`src/hw/rtl/lkn_ram.sv`:
```
// generic single write port ram with registered read
module lkn_ram #(
  parameter int unsigned W = 8,
  parameter int unsigned D = 64
) (
  input  logic                                clk_i,
  input  logic                                we_i,
  input  logic [(D > 1 ? $clog2(D) : 1)-1:0]  waddr_i,
  input  logic [W-1:0]                        wdata_i,
  input  logic [(D > 1 ? $clog2(D) : 1)-1:0]  raddr_i,
  output logic [W-1:0]                        rdata_o
);
  logic [W-1:0] mem_q [D];

  always_ff @(posedge clk_i) begin
    if (we_i) begin
      mem_q[waddr_i] <= wdata_i;
    end
    rdata_o <= mem_q[raddr_i];
  end
endmodule

```
`config.mk`:
```
export PLATFORM = sky130hd
export DESIGN_NAME = lkn_ram
export DESIGN_NICKNAME = d
export VERILOG_FILES = /design/src/hw/rtl/lkn_ram.sv
export SDC_FILE = /design/constraint.sdc
export NUM_CORES = 1
export LEC_CHECK = 0
export BUFFER_PORTS_ARGS = -buffer_cell sky130_fd_sc_hd__buf_2
export CORE_ASPECT_RATIO = 0.7
export CORE_MARGIN = 10
export CORE_UTILIZATION = 55
export CTS_BUF_LIST = sky130_fd_sc_hd__clkbuf_16
export DETAILED_ROUTE_END_ITERATION = 16
export HOLD_SLACK_MARGIN = 0.03
export PLACE_DENSITY = 0.71
export SETUP_SLACK_MARGIN = 0.15
export SYNTH_ARGS = -nofsm -noshare
export SYNTH_HDL_FRONTEND = slang
export SYNTH_SLANG_ARGS = --single-unit
```
`constraint.sdc`:
```
create_clock -name clk_i -period 2.3 [get_ports clk_i]
set_input_delay 0.46 -clock clk_i [delete_from_list [all_inputs] [get_ports clk_i]]
set_output_delay 0.46 -clock clk_i [all_outputs]
set_load 0.02 [all_outputs]
```
==> out/results.tsv <==
metric	value	unit
status	completed	
layout cell share with drive strength beyond 1	33.19	%
fill count	2312	
Core Rows	58	
placed wire-length estimate	29.94	mm
Clock Pin Slew Worst Setup and Hold Paths	0.07	ns
sw frac	20.98	%
Area after DPL	0.02204	mm^2
Clock Path Buffers	3	
Skew-Pair Late Insertion Delay	0.58	ns
PostCTS Resize Cnt	0	
GR Util All Layers	20.26	%
CP most frequent cell	mux4_2	
Synth top area share	76.24	%
number of H-tree levels	2	
Post-CTS Setup Bufs	0	
Peak Freq	0.4965	GHz
minimum clock period	2.014	ns
CTS tree	done	
Post-Synth Simple-Gate Area	3.388	%
YS warnings	0	
initial core utilization	55.91	%
Synth Area in Compound Gates	2.072	%
CP arrival	2.49	ns
worst-case reg-to-reg path depth	5	
die height	180.2	um
Clock Sink Count	520	
ant diodes	0	
mapped cell area	0.02017	mm^2
initial DRC count	1190	
Critical Path, Cell by Cell	mux4_2, mux4_2, nor2_1, nor3_1, o2bb2ai_1	
leading area contributor after synthesis	edfxtp_1	
CP max FO	1	
First-pass DRT Iterations	5	
RSZ-0062 raised after global routing	no	
Die Width	248.9	um
DR vias/cell	6.197	
Final Max Tran Viols	0	
fraction of registers with async set/reset	0	%
cts bufs inserted	47	
global route overflow	0	
final core occ	65.00	%
Design Area, Final	0.02344	mm^2
slowest CP cell	mux4_2	
WHS	0.3034	ns
Seq pwr share	55.8	%
drt wl/cell	27.92	um
commonest cells in the netlist	edfxtp_1, mux4_2, nor2_1	
Least-Margin Pin Slew	0.7154	ns
global-route wire length before repair	68.28	mm
Worst setup SP type	flip-flop	
post-synthesis net count	962	
detailed-route wire length	45.71	mm
Hold Path Class	primary input to flip-flop	
P&R area growth vs syn	16.25	%
GPL Wtd Cong	0.8251	
Synth Register Bits	520	
Fin. Hold Viols	0	
Synth Area in XOR/XNOR	0	%
vias in the first global route	10240	
clock root buffer	clkbuf_16	
main combinational cell family by area after synthesis	multiplexers	
die area	0.04485	mm^2
initial antenna violation count	0	
top-count cell post-synth	edfxtp_1	
CORE AREA	0.03607	mm^2
mux cell area share after synthesis	15.94	%
library cells used by synthesis	40	
hold depth	3	
top_reg_cell synth	edfxtp_1	
max cap viols	0	
Inst Count DP	1552	
Non-Filler Instances	1637	
# DRC	0	
I/O Buffers	29	
Clock Skew	0.03023	ns
Area contributors post-synth	edfxtp_1, mux4_2, nor2_1	
sequential-to-total area share from yosys stat	77.03	%
io pins	30	
switching pwr	3.955	mW
power density over the cells	804.3	mW/mm^2
largest net degree at the start of global routing	65	
area share of fa/ha/maj cells after synthesis	0	%
synthesized area per cell	21.45	um^2
fin crit share	87.58	%
# hold bufs at CTS	0	
Final Setup Violations	0	
vias	10140	
Post-synth EDFFs	512	
Logic pwr share	6.0	%
largest stage delay on the critical path	0.50	ns
Worst Setup End Kind	flip-flop	
Static Leakage	7.702	nW
Worst slew margin	52.30	%
CP Class	flip-flop to flip-flop	
Clock power frac	38.2	%
Peak VDD IR	747.9	uV
Final nets	1143	
ANT nets after route	0	
Critical Path RT	2.77	ns
Pint	14.90	mW
cells after synthesis	940	
==> area by class of cell <==
type	count	area (um^2)	area share [%]
clock inverters	36	172.7	0.7365
repair buffers	183	1590	6.783
well taps	480	600.6	2.562
clock buffers	49	1226	5.230
multi-input cells	369	4319	18.42
flip-flops and latches	520	15530	66.26
==> sequential cells by signal (all words and copies together) (netlist names) <==
| signal | count |
|---|---|
| mem_q | 512 |
| rdata_o | 8 |
==> kinds of logic (layout without fill, tap and decap cells) <==
| family | count (synthesis) | count (layout) |
|---|---|---|
| mux | 162 | 162 |
| buf+inv | 51 | 268 |
| compound gates | 54 | 54 |
| flops | 520 | 520 |
| simple gates | 153 | 153 |
==> final timing paths <==
kind | to | startpoint | slack, ns
max | rdata_o[1]$_DFF_P_ | mem_q[11][1]$_DFFE_PP_ | 0.29
min | rdata_o[2]$_DFF_P_ | raddr_i[5] | 0.30
min reg2reg | rdata_o[6]$_DFF_P_ | mem_q[31][6]$_DFFE_PP_ | 0.80
max reg2reg | rdata_o[1]$_DFF_P_ | mem_q[11][1]$_DFFE_PP_ | 0.29
==> cell usage in the layout (no fill, tap or decap), drive strengths merged, types with 2 or more instances in the layout <==
cell and count:
nand2 19, a211oi 4, nand3 13, o22ai 8, nor2b 14, o2bb2ai 3
clkinv 22, dfxtp 8, a21oi 3, o221ai 8, clkbuf 50, a2111oi 2
o2111ai 3, mux2i 23, inv 13, nor2 83, mux4 126, a22oi 3
o41ai 2, nand3b 3, a221oi 6, mux2 13, nor3 7, o221a 2
o21ai 4, buf 182, edfxtp 512, nand4 2, o21a 2, nand2b 7
o32ai 2, nor4 2
==> power by group through the flow <==
stage | logic, mW | registers, mW | clock network, mW
4_1_cts | 1.13 | 10.5 | 7.29
3_5_place_dp | 1.13 | 10.7 | 0
2_1_floorplan | 0.559 | 10.7 | 0
5_1_grt | 1.20 | 10.5 | 7.69
3_3_place_gp | 1.11 | 10.7 | 0
6_report | 1.13 | 10.5 | 7.21
==> through the flow <==
stage | total power [mW] | setup TNS, ns | setup slack (ns)
2_1_floorplan | 11.29 | 0 | 0.1723
3_3_place_gp | 11.83 | -1.710 | -0.3831
3_5_place_dp | 11.85 | -1.680 | -0.3805
4_1_cts | 18.95 | 0 | 0.1685
5_1_grt | 19.41 | 0 | 0.1737
6_report | 18.86 | 0 | 0.2858
==> worst max-delay path: cells and delay by family (launching register included) <==
| kind | cells | cell delay (ns) |
|---|---|---|
| compound gates | 1 | 0.15 |
| flops | 1 | 0.37 |
| mux | 2 | 1.00 |
| simple gates | 2 | 0.40 |
==> routing by layer <==
layer / vias to the layer above / part of all wire, % / track usage, %
li1: 4289 / - / -
met1: 5263 / 42 / 29.83
met2: 531 / 46 / 29.99
met3: 61 / 10 / 4.943
met4: 0 / 1.7 / 5.061
met5: - / 0 / 0
Note: power is estimated with default switching activity, not from simulation.
