File: src/hw/rtl/lkn_pkg.sv
// shared types and constants for the keyed name cache
package lkn_pkg;

  localparam int unsigned KCNT_W = 9;
  localparam int unsigned NCNT_W = 6;
  localparam int unsigned CAP_W  = 6;
  localparam logic [CAP_W-1:0] CAP_RESET = 6'd33;

  localparam logic [1:0] MODE_LOOKUP = 2'd0;
  localparam logic [1:0] MODE_FILL   = 2'd1;
  localparam logic [1:0] MODE_FAIL   = 2'd2;
  localparam logic [1:0] MODE_UNUSED = 2'd3;

  localparam logic [1:0] ST_FALLBACK = 2'd0;
  localparam logic [1:0] ST_REQUEST  = 2'd1;
  localparam logic [1:0] ST_NATIVE   = 2'd2;

  typedef struct packed {
    logic [1:0]        mode;
    logic [KCNT_W-1:0] kcnt;
    logic [NCNT_W-1:0] ncnt;
    logic              ovf;
  } cmd_t;

  typedef enum logic [3:0] {
    S_IDLE, S_ENT, S_KRD, S_KCMP, S_DECIDE, S_CKRD, S_CKWR, S_NRD, S_NWR
  } state_e;

endpackage

File: src/hw/rtl/lkn_front.sv
// front end: collects key and name characters and queues the closing command
module lkn_front import lkn_pkg::*; #(
  parameter int unsigned KEY_MAX  = 64,
  parameter int unsigned NAME_MAX = 32
) (
  input  logic        clk_i,
  input  logic        rst_ni,
  input  logic        accept_i,
  input  logic [1:0]  mode_i,
  input  logic        part_i,
  input  logic        has_char_i,
  input  logic [7:0]  char_value_i,
  input  logic        end_of_request_i,
  input  logic        pop_i,
  output logic        cmd_valid_o,
  output cmd_t        cmd_o,
  output logic        pk_we_o,
  output logic [(KEY_MAX > 1 ? $clog2(KEY_MAX) : 1)-1:0]   pk_waddr_o,
  output logic        pn_we_o,
  output logic [(NAME_MAX > 1 ? $clog2(NAME_MAX) : 1)-1:0] pn_waddr_o
);
  localparam int unsigned KCW = $clog2(KEY_MAX + 1);
  localparam int unsigned NCW = $clog2(NAME_MAX + 1);
  localparam int unsigned KIW = KEY_MAX > 1 ? $clog2(KEY_MAX) : 1;
  localparam int unsigned NIW = NAME_MAX > 1 ? $clog2(NAME_MAX) : 1;

  logic [KCW-1:0] kcnt_q, kcnt_d;
  logic [NCW-1:0] ncnt_q, ncnt_d;
  logic           ovf_q, ovf_d;
  logic           cv_q, cv_d;
  cmd_t           cmd_q, cmd_d;
  logic           is_char;

  assign is_char    = accept_i && has_char_i && (char_value_i != 8'd0);
  assign pk_waddr_o = kcnt_q[KIW-1:0];
  assign pn_waddr_o = ncnt_q[NIW-1:0];
  assign pk_we_o    = is_char && !part_i && (kcnt_q < KCW'(KEY_MAX));
  assign pn_we_o    = is_char && part_i && (ncnt_q < NCW'(NAME_MAX));
  assign cmd_valid_o = cv_q;
  assign cmd_o       = cmd_q;

  always_comb begin
    kcnt_d = kcnt_q;
    ncnt_d = ncnt_q;
    ovf_d  = ovf_q;
    cv_d   = cv_q && !pop_i;
    cmd_d  = cmd_q;
    if (pk_we_o) begin
      kcnt_d = kcnt_q + KCW'(1);
    end
    if (pn_we_o) begin
      ncnt_d = ncnt_q + NCW'(1);
    end
    if (is_char && !pk_we_o && !pn_we_o) begin
      ovf_d = 1'b1;
    end
    if (accept_i && end_of_request_i) begin
      cv_d       = 1'b1;
      cmd_d.mode = mode_i;
      cmd_d.kcnt = KCNT_W'(kcnt_d);
      cmd_d.ncnt = NCNT_W'(ncnt_d);
      cmd_d.ovf  = ovf_d;
      kcnt_d     = '0;
      ncnt_d     = '0;
      ovf_d      = 1'b0;
    end
  end

  always_ff @(posedge clk_i or negedge rst_ni) begin
    if (!rst_ni) begin
      kcnt_q <= '0;
      ncnt_q <= '0;
      ovf_q  <= 1'b0;
      cv_q   <= 1'b0;
    end else begin
      kcnt_q <= kcnt_d;
      ncnt_q <= ncnt_d;
      ovf_q  <= ovf_d;
      cv_q   <= cv_d;
    end
  end

  always_ff @(posedge clk_i) begin
    cmd_q <= cmd_d;
  end
endmodule

File: config.mk
export PLATFORM = sky130hd
export DESIGN_NAME = lkn_front
export DESIGN_NICKNAME = d
export VERILOG_FILES = /design/src/hw/rtl/lkn_pkg.sv /design/src/hw/rtl/lkn_front.sv
export SDC_FILE = /design/constraint.sdc
export NUM_CORES = 1
export LEC_CHECK = 0
export ABC_AREA = 1
export BUFFER_PORTS_ARGS = -buffer_cell sky130_fd_sc_hd__buf_4
export CORE_ASPECT_RATIO = 2
export CORE_MARGIN = 2
export CORE_UTILIZATION = 55
export CTS_CLUSTER_DIAMETER = 60
export DETAILED_ROUTE_END_ITERATION = 16
export PLACE_DENSITY = 0.82
export SLEW_MARGIN = 20
export SYNTH_ARGS = -nofsm -noshare
export SYNTH_HDL_FRONTEND = slang
export SYNTH_SLANG_ARGS = --single-unit
File: constraint.sdc
create_clock -name clk_i -period 2.6 [get_ports clk_i]
set_clock_uncertainty 0.1 [all_clocks]
set_input_delay 0.13 -clock clk_i [delete_from_list [all_inputs] [get_ports clk_i]]
set_output_delay 0.13 -clock clk_i [all_outputs]
set_load 0.05 [all_outputs]
==> flow_metrics.env, run 1 <==
export IMPL_grt_max_degree=31
export IMPL_postLayoutCoreUtil_pct=72.6
export IMPL_hpwlAfterDp_um=2560
export IMPL_arrival_ns=1.43
export IMPL_grt_pass1_wl_um=5530
export IMPL_place_ws_ns=1.13
export IMPL_syn_area_um2=1660
export IMPL_grt_setup_unrepaired="no"
export IMPL_synth_cell_types=24
export IMPL_synth_mux_area_share_pct=0
export IMPL_place_inst=247
export IMPL_synth_seq_cells=31
export IMPL_cp_max_fo=8
export IMPL_drtIter0Drc=22
export IMPL_synthCells=183
export IMPL_track_usage_pct=21.6
export IMPL_yosys_area_share_simple_pct=26.5
export IMPL_first_global_vias=1298
export IMPL_ctsHtreeMaxLevel=2
export IMPL_post_synth_top_count_cell="nand2_1"
export IMPL_dieArea_um2=3500
export IMPL_cts_sinks=31
export IMPL_power_density_nw_per_um2=577
export IMPL_cts_path_max_buffers=2
export IMPL_wl_um=3460
export IMPL_synth_compound_area_share_pct=5.65
export IMPL_r2r_setup_slack_ns=1.13
export IMPL_ys_top_cells_by_area="edfxtp_1, dfrtp_1, nand2_1, buf_4, inv_1"
export IMPL_clk_pin_slew_ns=0.07
export IMPL_drv_cap=0
export IMPL_cp_cell_sequence="nor2_4 > nand3_4 > inv_1 > buf_4"
export IMPL_hold_violations=0
export IMPL_ant_nets=0
export IMPL_cts_root_buf="clkbuf_8"
export IMPL_die_x_um=42.9
export IMPL_leakagePower_nw=1.11
export IMPL_vdd_drop_max_v=0.000499
export IMPL_drc_errors=0
export IMPL_critPathKind="register to output pin"
export IMPL_synth_top_family_by_area="simple AND/OR/NAND/NOR gates"
export IMPL_routed_via_density=5.25
export IMPL_nFillCells=232
export IMPL_antenna_found_initial=0
export IMPL_fin_crit_sh_pct=64.0
export IMPL_slowest_stage="dfrtp_1"
export IMPL_numPortBuffers=46
export IMPL_start_kind="register"
export IMPL_seq_area_frac_synth_pct=51.5
export IMPL_fmax_mhz=601
export IMPL_ios=49
export IMPL_synth_xor_area_share_pct=1.05
export IMPL_crit_buf_inv=2
export IMPL_fin_ws_ns=0.936
export IMPL_area_growth_syn_to_layout_pct=27.0
export IMPL_ys_warn_count=0
export IMPL_numCtsBuffers=5
export IMPL_synth_edf_count=16
export IMPL_critPathMaxStageDelay_ns=0.44
export IMPL_fin_cells=260
export IMPL_maxSlewViolCount=0
export IMPL_fp_dieH_um=81.7
export IMPL_synth_top_cell_area_share_pct=28.9
export IMPL_num_rows=28
export IMPL_clkLatencyLatePin_ns=0.28
export IMPL_synth_avg_cell_area_um2=9.08
export IMPL_status="finished clean"
export IMPL_cts_tree="done"
export IMPL_fp_coreArea_um2=2910
export IMPL_synth_flop_cell="edfxtp_1"
export IMPL_num_vias=1366
export IMPL_setup_violations_final=0
export IMPL_required_ns=2.37
export IMPL_async_flop_share_pct=48.4
export IMPL_synth_area_leader_cell="edfxtp_1"
export IMPL_synth_commonest_cells="nand2_1, inv_1, edfxtp_1"
export IMPL_nNetsFinal=248
export IMPL_synth_adder_area_share_pct=1.51
export IMPL_post_cts_buffers=0
export IMPL_hp_class="primary input to register"
export IMPL_cp_top_family="simple AND/OR/NAND/NOR gates"
export IMPL_grt_overflow_total=0
export IMPL_start_util_pct=57.1
export IMPL_drt_pass1_iterations=4
export IMPL_cp_end_kind="output pin"
export IMPL_routedWlPerCell_um=13.3
export IMPL_num_antenna_cells=0
export IMPL_min_period_ns=1.66
export IMPL_globalplace_congestion=0.878
export IMPL_final_setup_tns_ns=0
export IMPL_drive_gt1_share_pct=33.0
==> layer usage <==
metal	up-vias	share of wire (%)	routed length, µm	track usage, %
met3	11	6.5	224	4.62
met5	-	0	0	0
li1	665	-	-	-
met2	60	55	1920	38.9
met4	0	2.9	101	13.8
met1	630	35	1220	21.9
==> flip-flops by register name, indices dropped and copies added (netlist names) <==
signal and count:
cmd_o 16, cmd_valid_o 1, kcnt_q 7, ncnt_q 6, ovf_q 1
==> cell usage in the layout, fill, tap and decap left out <==
cell           instances
ha_1                   2
nand2_2                3
clkinv_2               1
o21ai_1                1
clkinv_1               1
a21oi_1               11
dfrtp_1               15
edfxtp_1              16
nand3_2                1
dlygate4sd3_1          5
buf_4                 47
bufinv_8               1
inv_2                  4
nor2_4                 3
nand2_1               45
clkbuf_8               5
o21ai_0                2
nand3_4                2
bufinv_16              1
nand3_1               14
nand4_1                6
xor2_1                 2
conb_1                 2
a21oi_2                1
nor2_2                 7
o21bai_1               2
inv_1                 24
nor2_1                 6
==> worst paths after layout <==
check,cells after the start,end,start
worst max-delay path,4,pk_we_o,kcnt_q[6]$_DFF_PN0_
worst min-delay path,4,kcnt_q[4]$_DFF_PN0_,part_i
worst max register to register,7,cmd_o[13]$_DFFE_PP_,kcnt_q[0]$_DFF_PN0_
worst min register to register,2,cmd_o[0]$_DFFE_PP_,ovf_q$_DFF_PN0_
max in group asynchronous,2,ncnt_q[3]$_DFF_PN0_,rst_ni
min in group asynchronous,2,kcnt_q[5]$_DFF_PN0_,rst_ni
==> what timing repair did <==
item                      in CTS  in global routing
hold endpoints to repair      18                  0
hold buffers                   5                  0
gates resized for setup        0                  0
==> cell families after synthesis <==
group | after synthesis
compound gates | 17
xor+xnor | 2
fa+ha+maj | 2
buf+inv | 43
flops | 31
other cells | 1
simple gates | 87
==> worst register-to-register path: cells and delay by family, from the launching register on <==
family,cells,cell delay [ns]
simple gates,5,0.36
buf+inv,1,0.05
flops,1,0.43
fa+ha+maj,1,0.29
==> power by group <==
part	internal [mW]	leakage, nW	total, mW	switching, mW
clock	0.280	0.0556	0.459	0.179
sequential	0.540	0.359	0.555	0.0145
combinational	0.0661	0.699	0.204	0.138
==> stage by stage <==
step | total power [mW] | hold slack [ns] | cell area (µm²)
6_report | 1.22 | 0.104 | 2110
5_1_grt | 1.26 | 0.113 | 2110
4_1_cts | 1.23 | 0.0963 | 2110
3_5_place_dp | 0.762 | -0.0983 | 1950
3_3_place_gp | 0.757 | -0.0989 | 1950
2_1_floorplan | 0.702 | -0.266 | 1670
==> layout make-up <==
class	count	area, µm²	share of cell area, %
sequential	31	856	40.5
multi-input combinational	110	584	27.7
timing repair buffer	52	403	19.1
tap	30	37.5	1.78
inverter	29	123	5.81
clock inverter	3	38.8	1.84
clock buffer	5	68.8	3.26
(Power assumes the default switching activity.)
==> run 2, diff against run 1 <==
--- a/config.mk
+++ b/config.mk
@@ -9,10 +9,10 @@
 export BUFFER_PORTS_ARGS = -buffer_cell sky130_fd_sc_hd__buf_4
 export CORE_ASPECT_RATIO = 2
 export CORE_MARGIN = 2
-export CORE_UTILIZATION = 55
+export CORE_UTILIZATION = 46
 export CTS_CLUSTER_DIAMETER = 60
 export DETAILED_ROUTE_END_ITERATION = 16
-export PLACE_DENSITY = 0.82
+export PLACE_DENSITY = 0.73
 export SLEW_MARGIN = 20
 export SYNTH_ARGS = -nofsm -noshare
 export SYNTH_HDL_FRONTEND = slang
==> constraint.sdc (replaced) <==
create_clock -name clk_i -period 1.35 [get_ports clk_i]
set_clock_uncertainty 0.1 [all_clocks]
set_input_delay 0.0675 -clock clk_i [delete_from_list [all_inputs] [get_ports clk_i]]
set_output_delay 0.0675 -clock clk_i [all_outputs]
set_load 0.05 [all_outputs]
==> run 2 against run 1 <==
Effect of this change: the run now ends with setup timing left; cell area is 16% higher; first-iteration DRC count is 27% higher; critical path depth is 2 higher; non-clock buffer count is 28 higher; flip-flop and latch count stayed put; worst hold slack worse by 0.027 ns; via count is 7.3% higher; clock power is 49% higher; sequential share of layout area is 5.3 points lower; combinational power is 140% higher; power is 83% higher; critical endpoint is now cmd_o[13]$_DFFE_PP_.
==> flow_metrics.env, run 2 (synthesis gave the netlist of run 1 again) <==
export IMPL_status="finished, violations left"
export IMPL_violations="setup timing"
export IMPL_cp_max_fo=5
export IMPL_cts_path_max_buffers=2
export IMPL_clk_pin_slew_ns=0.06
export IMPL_drtIter0Drc=28
export IMPL_layout_common_cells="buf_4, nand2_1, inv_1"
export IMPL_worstReg2RegEnd="cmd_o[13]$_DFFE_PP_"
export IMPL_grt_pass1_wl_um=5980
export IMPL_globalplace_congestion=0.790
export IMPL_track_usage_pct=20.7
export IMPL_final_common_cell="buf_4"
export IMPL_num_vias=1466
export IMPL_hpwlAfterDp_um=2680
export IMPL_fp_dieH_um=89.0
export IMPL_largest_reg_flops=16
export IMPL_grt_max_degree=31
export IMPL_ios=49
export IMPL_r2r_cells=6
export IMPL_fin_ws_ns=-0.0355
export IMPL_start_kind="register"
export IMPL_critPathKind="register to register"
export IMPL_ctsHtreeMaxLevel=2
export IMPL_hp_class="primary input to asynchronous set/reset pin"
export IMPL_place_ws_ns=0.00347
export IMPL_cp_end_kind="register"
export IMPL_nNetsFinal=276
export IMPL_drive_gt1_share_pct=46.5
export IMPL_num_rows=30
export IMPL_setup_violations_final=3
export IMPL_required_ns=1.29
export IMPL_area_growth_syn_to_layout_pct=46.8
export IMPL_cts_tree="done"
export IMPL_ant_nets=0
export IMPL_routed_via_density=4.79
export IMPL_numCtsBuffers=5
export IMPL_arrival_ns=1.33
export IMPL_cts_sinks=31
export IMPL_dieArea_um2=4140
export IMPL_drt_pass1_iterations=4
export IMPL_r2r_setup_slack_ns=-0.04
export IMPL_routedWlPerCell_um=12.8
export IMPL_first_global_vias=1456
export IMPL_antenna_found_initial=0
export IMPL_drv_cap=0
export IMPL_r2r_start="kcnt_q[1]$_DFF_PN0_"
export IMPL_drc_errors=0
export IMPL_num_antenna_cells=0
export IMPL_fmax_mhz=722
export IMPL_fp_coreArea_um2=3420
export IMPL_min_period_ns=1.39
export IMPL_die_x_um=46.5
export IMPL_clkLatencyLatePin_ns=0.28
export IMPL_grt_overflow_total=0
export IMPL_fin_crit_sh_pct=103
export IMPL_start_util_pct=48.6
export IMPL_vdd_drop_max_v=0.000675
export IMPL_numPortBuffers=46
export IMPL_wl_um=3910
export IMPL_maxSlewViolCount=0
export IMPL_hold_violations=0
export IMPL_grt_setup_unrepaired="yes"
export IMPL_power_density_nw_per_um2=913
export IMPL_cts_root_buf="clkbuf_8"
export IMPL_p_total_mw=2.23
export IMPL_leakagePower_nw=1.25
-- run 2: worst max-delay path, cell delays in order (launching register included) --
cell     delay (ns)
dfrtp_1        0.41
ha_4           0.19
nand4_1        0.12
nand2_2        0.12
nor2_4         0.04
nor2_2         0.11
inv_1          0.06
-- run 2: cell type report --
type	count	area, µm²
fillers	287	977
clock buffers	6	72.6
flip-flops and latches	31	858
well taps	48	60.1
inverters	29	125
multi-input cells	110	659
clock inverters	2	7.51
repair buffers	80	656
-- run 2: metrics by stage --
stage	instance area (µm²)	std cells	utilization (%)	TNS, ns	hold slack, ns
after floorplan	1670	184	-	0	-0.328
after global placement	2090	278	61.1	0	-0.158
after detailed placement	2090	278	61.1	0	-0.164
after CTS	2270	297	66.6	0	0.0698
after global routing	2440	306	71.4	-0.525	0.0896
final	2440	306	71.4	-0.0585	0.0774
-- run 2: worst max path at each step --
stage	slack (ns)	start	endpoint
after floorplan	0.01	kcnt_q[0]$_DFF_PN0_	cmd_o[13]$_DFFE_PP_
after global placement	0.04	kcnt_q[0]$_DFF_PN0_	cmd_o[13]$_DFFE_PP_
after detailed placement	0.003	ncnt_q[1]$_DFF_PN0_	cmd_o[5]$_DFFE_PP_
after CTS	0.007	kcnt_q[0]$_DFF_PN0_	cmd_o[13]$_DFFE_PP_
after global routing	-0.12	kcnt_q[3]$_DFF_PN0_	cmd_o[13]$_DFFE_PP_
final	-0.04	kcnt_q[1]$_DFF_PN0_	cmd_o[13]$_DFFE_PP_
-- run 2: repair_timing --
item                                    4_1_cts  5_1_grt
hold buffers                                  5        0
pin swaps                                     4       17
endpoints found under the setup margin        3       14
setup buffers                                 6        9
endpoints found under the hold margin        18        0
gates resized for setup                       5       26
-- run 2: report_power, final --
| part | total (mW) | internal [mW] | switching [mW] |
|---|---|---|---|
| logic | 0.480 | 0.184 | 0.296 |
| clock network | 0.684 | 0.351 | 0.333 |
| registers | 1.06 | 1.04 | 0.0219 |
| total | 2.23 | 1.57 | 0.651 |
-- run 2: metal layers --
metal,vias to the layer above,global-route usage (%),wire length (µm)
li1,720,-,-
met2,35,36.4,2340
met4,0,15.8,184
met5,-,0,0
met3,18,4.44,137
met1,693,19.3,1250
